### config.mk
export PLATFORM = sky130hd
export DESIGN_NAME = sha1_message_digest_core
export DESIGN_NICKNAME = d
export VERILOG_FILES = /design/src/design/smd_pkg.sv /design/src/design/smd_compress.sv /design/src/design/sha1_message_digest_core.sv
export SDC_FILE = /design/constraint.sdc
export NUM_CORES = 2
export LEC_CHECK = 0
export BUFFER_PORTS_ARGS = -buffer_cell sky130_fd_sc_hd__buf_2
export CORE_MARGIN = 5
export CORE_UTILIZATION = 34
export CTS_CLUSTER_DIAMETER = 40
export DETAILED_ROUTE_END_ITERATION = 6
export GPL_TIMING_DRIVEN = 0
export PLACE_DENSITY = 0.5
export SYNTH_ARGS = -nofsm -noshare
export SYNTH_HDL_FRONTEND = slang
export SYNTH_SLANG_ARGS = --single-unit
### constraint.sdc
create_clock -name clk -period 10.7 [get_ports clk]
set_input_delay 1.605 -clock clk [delete_from_list [all_inputs] [get_ports clk]]
set_output_delay 1.605 -clock clk [all_outputs]
set_load 0.03 [all_outputs]
### src/design/smd_pkg.sv
// Shared types and constants for the SHA-1 / SHA-0 message digest core.
// No dependencies; every design file imports this package.
`default_nettype none

package smd_pkg;

	typedef logic [31:0] word_t;

	// Block geometry and round count.
	localparam int unsigned NumWords  = 16;
	localparam int unsigned NumChain  = 5;
	localparam int unsigned CountW    = 61;

	localparam logic [6:0] LAST_ROUND = 7'd79;
	localparam logic [6:0] ROUND_P1   = 7'd20;
	localparam logic [6:0] ROUND_P2   = 7'd40;
	localparam logic [6:0] ROUND_P3   = 7'd60;

	// Initial chaining value.
	localparam word_t H0 = 32'h67452301;
	localparam word_t H1 = 32'hEFCDAB89;
	localparam word_t H2 = 32'h98BADCFE;
	localparam word_t H3 = 32'h10325476;
	localparam word_t H4 = 32'hC3D2E1F0;

	// Round constants.
	localparam word_t K0 = 32'h5A827999;
	localparam word_t K1 = 32'h6ED9EBA1;
	localparam word_t K2 = 32'h8F1BBCDC;
	localparam word_t K3 = 32'hCA62C1D6;

	// Padding marker byte.
	localparam logic [7:0] PAD_BYTE = 8'h80;

	// Request operation codes.
	localparam logic OP_ABSORB = 1'b0;
	localparam logic OP_FINISH = 1'b1;

	// Index of the last digest word.
	localparam logic [2:0] LAST_WORD = 3'd4;

	typedef enum logic [1:0] {
		ST_IDLE,
		ST_COMP,
		ST_PAD2,
		ST_OUT
	} smd_state_t;

	// Control from the sequencer to the compression engine.
	typedef struct packed {
		logic start;
		logic init;
		logic sha1;
	} smd_ctrl_t;

endpackage

`default_nettype wire

### src/design/smd_compress.sv
// Iterative compression engine: one round per cycle over a 16-word schedule window.
// Holds the message block and the chaining value. Depends on smd_pkg.
`default_nettype none

module smd_compress
	import smd_pkg::*;
(
	input  wire logic                  clk,
	input  wire logic                  arst_n,
	input  wire smd_ctrl_t             ctrl,
	input  wire logic [15:0]           blk_we,
	input  wire logic [15:0][31:0]     blk_wd,
	output logic                       done,
	output logic [4:0][31:0]           chain
);

	word_t            win_q [NumWords];
	word_t            a_q, b_q, c_q, d_q, e_q;
	logic [4:0][31:0] chain_q;
	logic             busy_q;
	logic             add_q;
	logic [6:0]       rnd_q;

	word_t f_val;
	word_t k_val;
	word_t sched_x;
	word_t w_new;
	word_t t_val;

	// Round function, round constant and message expansion.
	always_comb begin
		if (rnd_q < ROUND_P1) begin
			f_val = d_q ^ (b_q & (c_q ^ d_q));
			k_val = K0;
		end else if (rnd_q < ROUND_P2) begin
			f_val = b_q ^ c_q ^ d_q;
			k_val = K1;
		end else if (rnd_q < ROUND_P3) begin
			f_val = (b_q & c_q) | (d_q & (b_q | c_q));
			k_val = K2;
		end else begin
			f_val = b_q ^ c_q ^ d_q;
			k_val = K3;
		end
		sched_x = win_q[13] ^ win_q[8] ^ win_q[2] ^ win_q[0];
		w_new   = ctrl.sha1 ? {sched_x[30:0], sched_x[31]} : sched_x;
		t_val   = {a_q[26:0], a_q[31:27]} + f_val + e_q + k_val + win_q[0];
	end

	// Schedule window: loaded word by word while idle, shifted during rounds.
	always_ff @(posedge clk) begin
		if (busy_q) begin
			for (int i = 0; i < NumWords - 1; i++) begin
				win_q[i] <= win_q[i + 1];
			end
			win_q[NumWords - 1] <= w_new;
		end else begin
			for (int i = 0; i < NumWords; i++) begin
				if (blk_we[i]) begin
					win_q[i] <= blk_wd[i];
				end
			end
		end
	end

	// Working variables.
	always_ff @(posedge clk) begin
		if (ctrl.start) begin
			a_q <= chain_q[0];
			b_q <= chain_q[1];
			c_q <= chain_q[2];
			d_q <= chain_q[3];
			e_q <= chain_q[4];
		end else if (busy_q) begin
			a_q <= t_val;
			b_q <= a_q;
			c_q <= {b_q[1:0], b_q[31:2]};
			d_q <= c_q;
			e_q <= d_q;
		end
	end

	// Round counter and phase flags.
	always_ff @(posedge clk or negedge arst_n) begin
		if (!arst_n) begin
			busy_q <= 1'b0;
			add_q  <= 1'b0;
			rnd_q  <= '0;
		end else begin
			add_q <= busy_q && (rnd_q == LAST_ROUND);
			if (ctrl.start) begin
				busy_q <= 1'b1;
				rnd_q  <= '0;
			end else if (busy_q) begin
				rnd_q <= rnd_q + 7'd1;
				if (rnd_q == LAST_ROUND) begin
					busy_q <= 1'b0;
				end
			end
		end
	end

	// Chaining value: reinitialized per message, accumulated after each block.
	always_ff @(posedge clk or negedge arst_n) begin
		if (!arst_n) begin
			chain_q <= {H4, H3, H2, H1, H0};
		end else if (ctrl.init) begin
			chain_q <= {H4, H3, H2, H1, H0};
		end else if (add_q) begin
			chain_q[0] <= chain_q[0] + a_q;
			chain_q[1] <= chain_q[1] + b_q;
			chain_q[2] <= chain_q[2] + c_q;
			chain_q[3] <= chain_q[3] + d_q;
			chain_q[4] <= chain_q[4] + e_q;
		end
	end

	assign done  = add_q;
	assign chain = chain_q;

endmodule

`default_nettype wire

### src/design/sha1_message_digest_core.sv
// SHA-1 / SHA-0 message digest core, top level: byte packing, padding
// sequencer and digest output. Depends on smd_pkg and smd_compress.
//
// The core takes one message byte per request. Every 64th byte starts a
// block compression (80 rounds in one shared round unit, then the chaining
// update) during which in_ready is low. A finish request pads the message
// and compresses one block, or two when fewer than 8 bytes remain after the
// marker byte; then the five digest words appear, word 0 first, one per
// out_valid/out_ready request; digest_last marks the fifth. The core then
// starts a new message. cfg_wr_data on cfg_wr_en selects SHA-1
// (1, reset value) or SHA-0 (0); change it only while the core is idle.
`default_nettype none

module sha1_message_digest_core
	import smd_pkg::*;
(
	input  wire logic        clk,
	input  wire logic        arst_n,
	input  wire logic        cfg_wr_en,
	input  wire logic        cfg_wr_data,
	input  wire logic        in_valid,
	output logic             in_ready,
	input  wire logic        operation,
	input  wire logic [7:0]  data_byte,
	output logic             out_valid,
	input  wire logic        out_ready,
	output logic [31:0]      digest_word,
	output logic             digest_last
);

	smd_state_t        state_q, state_d;
	logic [CountW-1:0] count_q;
	word_t             acc_q;
	logic              sha1_q;
	logic              pad2_q;
	logic              fin_q;
	logic [2:0]        idx_q;

	smd_ctrl_t         ctrl;
	logic [15:0]       blk_we;
	logic [15:0][31:0] blk_wd;
	logic              done;
	logic [4:0][31:0]  chain;

	logic              in_acc;
	logic              out_acc;
	logic [5:0]        pos;
	logic [3:0]        wi;
	logic [1:0]        lane;
	logic [7:0]        byte_sel;
	word_t             shifted;
	word_t             wd_word;
	word_t             len_hi;
	word_t             len_lo;

	// Byte placement within the current big-endian word.
	always_comb begin
		pos      = count_q[5:0];
		wi       = pos[5:2];
		lane     = pos[1:0];
		byte_sel = (operation == OP_FINISH) ? PAD_BYTE : data_byte;
		shifted  = {24'd0, byte_sel} << {~lane, 3'b000};
		wd_word  = ((lane == 2'd0) ? '0 : acc_q) | shifted;
		len_hi   = count_q[60:29];
		len_lo   = {count_q[28:0], 3'b000};
	end

	// Sequencer: next state, block writes and engine control.
	always_comb begin
		state_d     = state_q;
		blk_we      = '0;
		blk_wd      = '0;
		ctrl.start  = 1'b0;
		ctrl.init   = 1'b0;
		ctrl.sha1   = sha1_q;
		in_ready    = (state_q == ST_IDLE);
		out_valid   = (state_q == ST_OUT);
		digest_word = chain[idx_q];
		digest_last = (idx_q == LAST_WORD);
		in_acc      = in_valid && in_ready;
		out_acc     = out_valid && out_ready;
		unique case (state_q)
			ST_IDLE: begin
				if (in_acc) begin
					if (operation == OP_ABSORB) begin
						blk_we[wi] = 1'b1;
						blk_wd[wi] = wd_word;
						if (pos == 6'd63) begin
							ctrl.start = 1'b1;
							state_d    = ST_COMP;
						end
					end else begin
						// Marker byte, then zero words up to the end of the block.
						for (int j = 0; j < NumWords; j++) begin
							if (4'(j) > wi) begin
								blk_we[j] = 1'b1;
							end
						end
						blk_we[wi] = 1'b1;
						blk_wd[wi] = wd_word;
						// Length field fits in this block unless the marker landed late.
						if (pos[5:3] != 3'b111) begin
							blk_wd[14] = len_hi;
							blk_wd[15] = len_lo;
						end
						ctrl.start = 1'b1;
						state_d    = ST_COMP;
					end
				end
			end
			ST_COMP: begin
				if (done) begin
					if (!fin_q) begin
						state_d = ST_IDLE;
					end else if (pad2_q) begin
						state_d = ST_PAD2;
					end else begin
						state_d = ST_OUT;
					end
				end
			end
			ST_PAD2: begin
				// Extra block: all zeros and the length field.
				blk_we     = '1;
				blk_wd[14] = len_hi;
				blk_wd[15] = len_lo;
				ctrl.start = 1'b1;
				state_d    = ST_COMP;
			end
			ST_OUT: begin
				if (out_acc && digest_last) begin
					ctrl.init = 1'b1;
					state_d   = ST_IDLE;
				end
			end
			default: begin
				state_d = ST_IDLE;
			end
		endcase
	end

	// State register.
	always_ff @(posedge clk or negedge arst_n) begin
		if (!arst_n) begin
			state_q <= ST_IDLE;
		end else begin
			state_q <= state_d;
		end
	end

	// Message control state: byte count, finish flags and output index.
	always_ff @(posedge clk or negedge arst_n) begin
		if (!arst_n) begin
			count_q <= '0;
			pad2_q  <= 1'b0;
			fin_q   <= 1'b0;
			idx_q   <= '0;
			sha1_q  <= 1'b1;
		end else begin
			if (cfg_wr_en) begin
				sha1_q <= cfg_wr_data;
			end
			if (in_acc) begin
				if (operation == OP_ABSORB) begin
					count_q <= count_q + 61'd1;
				end else begin
					fin_q  <= 1'b1;
					pad2_q <= (pos[5:3] == 3'b111);
				end
			end
			if (state_q == ST_PAD2) begin
				pad2_q <= 1'b0;
			end
			if (out_acc) begin
				if (digest_last) begin
					idx_q   <= '0;
					fin_q   <= 1'b0;
					count_q <= '0;
				end else begin
					idx_q <= idx_q + 3'd1;
				end
			end
		end
	end

	// Partial word being assembled from bytes.
	always_ff @(posedge clk) begin
		if (in_acc && (operation == OP_ABSORB)) begin
			acc_q <= wd_word;
		end
	end

	smd_compress u_compress (
		.clk    (clk),
		.arst_n (arst_n),
		.ctrl   (ctrl),
		.blk_we (blk_we),
		.blk_wd (blk_wd),
		.done   (done),
		.chain  (chain)
	);

endmodule

`default_nettype wire
Word-level counts from Yosys, hierarchy flattened

Memory sizes are Yosys's and may differ from the RTL's.
Index checks and enable logic that the tools add are counted.

Output and inout port bits: 35
Latch bits: 0
Memories kept: 1
Bits in read-only memories: 0
Logic and storage cells: 311
Input bits: 15
Memory bits (writable): 512
Bits in registers: 430

Memories:

| memory           | depth | width | rd ports | clocked after memory_dff | write ports | RTL line           | source |
|---|---|---|---|---|---|---|---|
| u_compress.win_q | 16    | 32    | 16       | 0                        | 16          | smd_compress.sv:17 | `word_t win_q [NumWords];` |

Equality and inequality tests: 12
Bitwise gates (word level): 33
Shift-type cells: 1
Order comparisons: 22
Divide/modulo/power cells: 0
Multiplexer cells: 196
Multiply operators: 0
Reduce and logical (&&, ||, !) cells: 14
Add/subtract/negate cells: 12

Operators with widths:

| operator                                                                        | count |
|---|---|
| 32-bit two-way mux                                                              | 35 |
| 512-bit two-way mux                                                             | 2 |
| 512-bit bitwise AND                                                             | 1 |
| 448-bit two-way mux                                                             | 1 |
| 160-bit two-way mux                                                             | 2 |
| 32-bit adder                                                                    | 9 |
| 61-bit two-way mux                                                              | 4 |
| 32-bit bitwise XOR                                                              | 7 |
| 1-bit two-way mux                                                               | 131 |
| 32-bit demux with 4-bit select                                                  | 1 |
| 64-bit case mux with 2 select lines                                             | 1 |
| 32-bit bitwise AND                                                              | 3 |
| 32-bit binary-select mux with 3-bit select                                      | 1 |
| 32-bit bitwise OR                                                               | 3 |
| 64-bit two-way mux                                                              | 1 |
| 61-bit by 1-bit adder with 61-bit output (second input constant)                | 1 |
| 4-bit greater-than comparator (first input constant)                            | 8 |
| 16-bit two-way mux                                                              | 2 |
| 16-bit case mux with 2 select lines                                             | 1 |
| 8-bit by 5-bit left shift with 32-bit output                                    | 1 |
| 31-bit two-way mux                                                              | 1 |
| 3-bit by 4-bit greater-than comparator with 1-bit output (first input constant) | 4 |
| 1-bit bitwise OR                                                                | 16 |
| 16-bit bitwise OR                                                               | 1 |
| 31 further kinds                                                                | 53 |

Depth between registers and ports, before layout

Depth after elaboration: 13
Depth in mapped cells: 27
Gate-level depth less buffers: 25

Cells and area by module

From an unflattened synthesis, not the netlist that was laid out.

Cell total of the unflattened synthesis: 5372
Area, all modules: 58466.1 um^2

Modules (own cells, without submodules):

| module                   | sequential area each (um^2) | cells an instance | area each (um^2) | instances |
|---|---|---|---|---|
| smd_compress             | 24508.5                     | 3877              | 48936.9          | 1 |
| sha1_message_digest_core | 2688.8                      | 1495              | 9529.1           | 1 |

Worst setup path after synthesis

Ideal clock, no wire load.

Kind: input -> register
Start: input operation
End: register u_compress.a_q[0] (enable)
Path slack: 3.913 ns
Cell stages on the path: 6
Data required time: 10.152 ns
Setup time: 0.548 ns
Buffers on the path: 3
Arrival: 6.240 ns
Cells stage by stage: clkbuf_1 > o21ai_0 > a21o_1 > clkbuf_1 > clkbuf_1 > nand2b_1

Longest elaborated chain between the ends: 4

RTL lines:

| element                            | RTL line                       | source |
|---|---|---|
| start, declared                    | sha1_message_digest_core.sv:23 | `input wire logic operation,` |
| 1-bit two-way mux                  | sha1_message_digest_core.sv:85 | `if (operation == OP_ABSORB) begin` |
| 1-bit two-way mux                  | sha1_message_digest_core.sv:84 | `if (in_acc) begin` |
| 1-bit case mux with 2 select lines | sha1_message_digest_core.sv:82 | `unique case (state_q)` |
| 2-bit nonzero test (no line)       | --                             |  |
| end signal, assigned               | smd_compress.sv:69             | `a_q <= chain_q[0];` |
| end signal, assigned               | smd_compress.sv:75             | `a_q <= t_val;` |
| end, declared                      | smd_compress.sv:18             | `word_t a_q, b_q, c_q, d_q, e_q;` |

No other way between the ends.
A chain may end at the register's enable or synchronous reset.

Worst setup path in the final report

Start: register u_compress.rnd_q[5]
End: register u_compress.a_q[31], data pin

Longest elaborated chain between the ends: 10
Elaborated cells between the ends (all ways): 15
Those cells by class: add/sub: 4; order compare: 3; mux: 8

RTL lines:

| element                                       | RTL line           | source |
|---|---|---|
| start, declared                               | smd_compress.sv:22 | `logic [6:0] rnd_q;` |
| start signal, assigned                        | smd_compress.sv:95 | `rnd_q <= rnd_q + 7'd1;` |
| 7-bit by 6-bit < comparator with 1-bit output | smd_compress.sv:38 | `end else if (rnd_q < ROUND_P3) begin` |
| 32-bit two-way mux                            | smd_compress.sv:38 |  |
| 32-bit two-way mux                            | smd_compress.sv:35 | `end else if (rnd_q < ROUND_P2) begin` |
| 32-bit two-way mux                            | smd_compress.sv:32 | `if (rnd_q < ROUND_P1) begin` |
| 32-bit adder (2 in a row)                     | smd_compress.sv:47 | `t_val = {a_q[26:0], a_q[31:27]} + f_val + e_q + k_val + win_q[0];` |
| 32-bit adder * (2 in a row)                   | smd_compress.sv:47 |  |
| 32-bit two-way mux *                          | smd_compress.sv:74 | `end else if (busy_q) begin` |
| 32-bit two-way mux *                          | smd_compress.sv:68 | `if (ctrl.start) begin` |

Mark *: on every way between the ends. The rest lies on a longest branch, timed or not. The select of a mux whose other input is x is not followed.

==> results.json <==
{
  "fin_ws_ps": 1080,
  "syn_nets": 5779,
  "final_cell_count_no_fill": 7971,
  "min_delay_path_depth": 2,
  "ant_nets": 0,
  "ys_seq_area_share_pct": 49.5,
  "place_congestion": 0.926,
  "dp_cells": 7672,
  "synth_edf_count": 704,
  "core_um2": 161000,
  "syn_avg_cell_area_um2": 10.1,
  "die_area_um2": 170000,
  "endpoint": "u_compress.a_q[31]$_DFFE_PP_",
  "synthDistinctLibCells": 99,
  "setup_viol": 0,
  "async_reset_ff_share_pct": 25.3,
  "grt_busiest_layer": "met2",
  "startpoint": "u_compress.rnd_q[5]$_DFFE_PN0P_",
  "rrSetupSlack_ps": 1080,
  "grt_pass1_wl_mm": 302,
  "final_hold_viol_count": 0,
  "hold_buffers": 0,
  "syn_inst": 5443,
  "clkTransAtPathRegs_ps": 60,
  "status": "complete, but fails checks",
  "wire_per_inst_um": 26.6,
  "dpl.hpwl_mm": 163,
  "crit_fanout": 11,
  "grt.met1_usage_pct": 32.3,
  "synth_area_leaders": "edfxtp_1 38%, nand2_1 7.8%, dfrtp_1 7.2%",
  "final_util_pct": 39.8,
  "gr-usage-met3_pct": 3.47,
  "grt_pass1_vias": 43100,
  "yosysWarnings": 0,
  "fin_skew_ps": 39.9,
  "grt_overflow": 0,
  "grt_start_max_net_pins": 97,
  "drt-total-wl_mm": 212,
  "start_util_pct": 34.2,
  "critical_path_required_ps": 11210,
  "slew_viol_final": 6,
  "drt-vias-per-instance": 5.49,
  "netlist_area_um2": 54900,
  "clockBufferDepth": 3,
  "synth_top_area_cell": "edfxtp_1",
  "htreeDepth": 4,
  "worstPathArrival_ps": 10130,
  "post-cts-setup-buffer-count": 0,
  "drtPass1Iterations": 6,
  "synthFlopType": "edfxtp_1",
  "violations": "max-slew violations",
  "cts_tree": "done",
  "p_per_area_nw_per_um2": 415,
  "cp-end-kind": "register",
  "path_class": "reg -> reg",
  "gr-usage-met2_pct": 40.0,
  "die-height_um": 412,
  "reg2reg_depth": 25,
  "first_iter_violations": 4427,
  "port-buffer-count": 48,
  "startpoint_type": "register",
  "grt_usage_pct": 24.5,
  "preCtsSetupSlack_ps": 1210,
  "ys_ff_latch": 942,
  "drc": 0,
  "r2r-end": "u_compress.a_q[31]$_DFFE_PP_",
  "fin_nets": 6009,
  "rows": 147,
  "cts_buffers": 158,
  "p_leak_nw": 25.6,
  "tightest_slew_ps": 1560,
  "area_growth_pct": 16.2,
  "timing.rr.start": "u_compress.rnd_q[5]$_DFFE_PN0P_",
  "rsz0062_at_grt": "no",
  "dr_total_vias": 43700,
  "antenna_found_initial": 5,
  "max_freq_mhz": 104,
  "post-route-period-util_pct": 89.9,
  "clkLatencyLatePin_ps": 820,
  "hold_path.class": "reg -> reg",
  "layout-drive-gt1-share_pct": 9.18,
  "relSlewSlack_pct": -4.01,
  "cts_sinks": 942,
  "maxCapViolCount": 0,
  "ctsResizeCount": 0,
  "peakVddDrop_mv": 0.379,
  "root_buffer": "clkbuf_16",
  "die_x_um": 412,
  "io_pins": 50,
  "min_period_ps": 9620,
  "yosys.area.top_type_share_pct": 38.5
}
[per-layer routing]
layer  part of all wire [%]  vias to the layer above
met2                     47                     1539
li1                       -                    19900
met3                    5.9                      391
met4                    5.1                        0
met5                      0                        -
met1                     42                    21900
[how the worst min path moves through the flow]
| stage | start | endpoint | slack, ps |
|---|---|---|---|
| CTS | u_compress.win_q[0][319]$_DFFE_PP_ | u_compress.win_q[0][287]$_DFFE_PP_ | 500 |
| global route | u_compress.win_q[0][203]$_DFFE_PP_ | u_compress.win_q[0][171]$_DFFE_PP_ | 530 |
| finish | u_compress.win_q[0][44]$_DFFE_PP_ | u_compress.win_q[0][12]$_DFFE_PP_ | 510 |
| global placement | pad2_q$_DFFE_PN0P_ | pad2_q$_DFFE_PN0P_ | 490 |
| detailed placement | u_compress.chain[58]$_DFFE_PN1P_ | u_compress.chain[58]$_DFFE_PN1P_ | 500 |
| floorplan | u_compress.chain[58]$_DFFE_PN1P_ | u_compress.chain[58]$_DFFE_PN1P_ | 460 |
[synth_stat cells, types with 41 or more instances]
library cell,number
nand2_1,1140
edfxtp_1,704
o21ai_0,548
nor2_1,293
inv_1,290
clkbuf_1,280
a21oi_1,234
xnor2_1,211
ha_1,197
dfrtp_1,157
o31ai_1,148
fa_1,124
mux2i_1,114
xor2_1,94
a22oi_1,89
dfstp_2,81
a21o_1,78
nand3_1,54
nand2b_1,41
o21ai_1,41
[registers in the layout, indices dropped and copies added, names as in the netlist, 2 cells and up]
name / cells
u_compress.e_q: 32
u_compress.d_q: 32
u_compress.win_q: 512
u_compress.chain: 160
u_compress.b_q: 32
count_q: 61
acc_q: 32
idx_q: 3
state_q: 2
u_compress.a_q: 32
u_compress.rnd_q: 7
u_compress.c_q: 32
[logic make-up after synthesis]
kind of cell | share of synthesized area [%]
AO/OA/AOI/OAI | 16.0
XOR/XNOR | 4.86
adder cells (fa/ha/maj) | 9.00
buffers and inverters | 4.09
flip-flops | 49.5
multiplexers | 3.45
AND/OR/NAND/NOR | 13.1
[report_power, final]
group	leakage (nW)	internal [mW]	switching, mW	total (mW)
registers	10.0	6.26	1.23	7.49
logic	13.0	5.94	7.85	13.8
clock network	2.57	3.22	2.01	5.24
total	25.6	15.4	11.1	26.5
[cell usage in the layout (no fill, tap or decap), types with 157 or more instances in the layout]
master,instances
clkbuf_16,162
clkbuf_1,295
ha_1,197
inv_1,290
nand2_1,1139
o21ai_0,545
xnor2_1,211
edfxtp_1,704
a21oi_1,234
nor2_1,293
dfrtp_1,157
[through the flow]
stage / total power [mW] / setup TNS (ps) / hold WS (ps) / cell area, µm²
2_1_floorplan: 17.3 / 0 / 462 / 54900
5_1_grt: 28.5 / 0 / 530 / 63900
4_1_cts: 26.5 / 0 / 504 / 63800
3_5_place_dp: 21.1 / 0 / 504 / 58400
3_3_place_gp: 20.9 / -93280 / 493 / 57900
6_report: 26.5 / 0 / 509 / 63900
[cell type report]
type                            count  area [µm²]
Antenna cell                        4        10.0
Buffer                            306        1160
Clock buffer                      184        4180
Clock inverter                    110        1230
Fill cell                       15900       96700
Inverter                          291        1090
Multi-Input combinational cell   3904       25600
Sequential cell                   942       27200
Tap cell                         2160        2700
Timing Repair Buffer               70         681
[worst max-delay path, stage by stage, from the launching register on]
cell	delay [ps]
dfrtp_1	350
clkbuf_1	210
a41oi_1	800
inv_1	530
nor2_1	350
clkinv_1	440
nand2_1	660
clkbuf_1	1070
o221ai_1	540
fa_1	650
inv_1	50
fa_1	480
inv_1	60
fa_1	490
inv_1	50
ha_1	290
and3_1	230
and3_1	250
and3_1	200
a21oi_1	290
nor4b_1	460
o41a_1	300
o21bai_1	90
a21oi_1	210
xnor2_1	160
a21oi_1	80
Note: power is estimated with default switching activity, not from simulation.
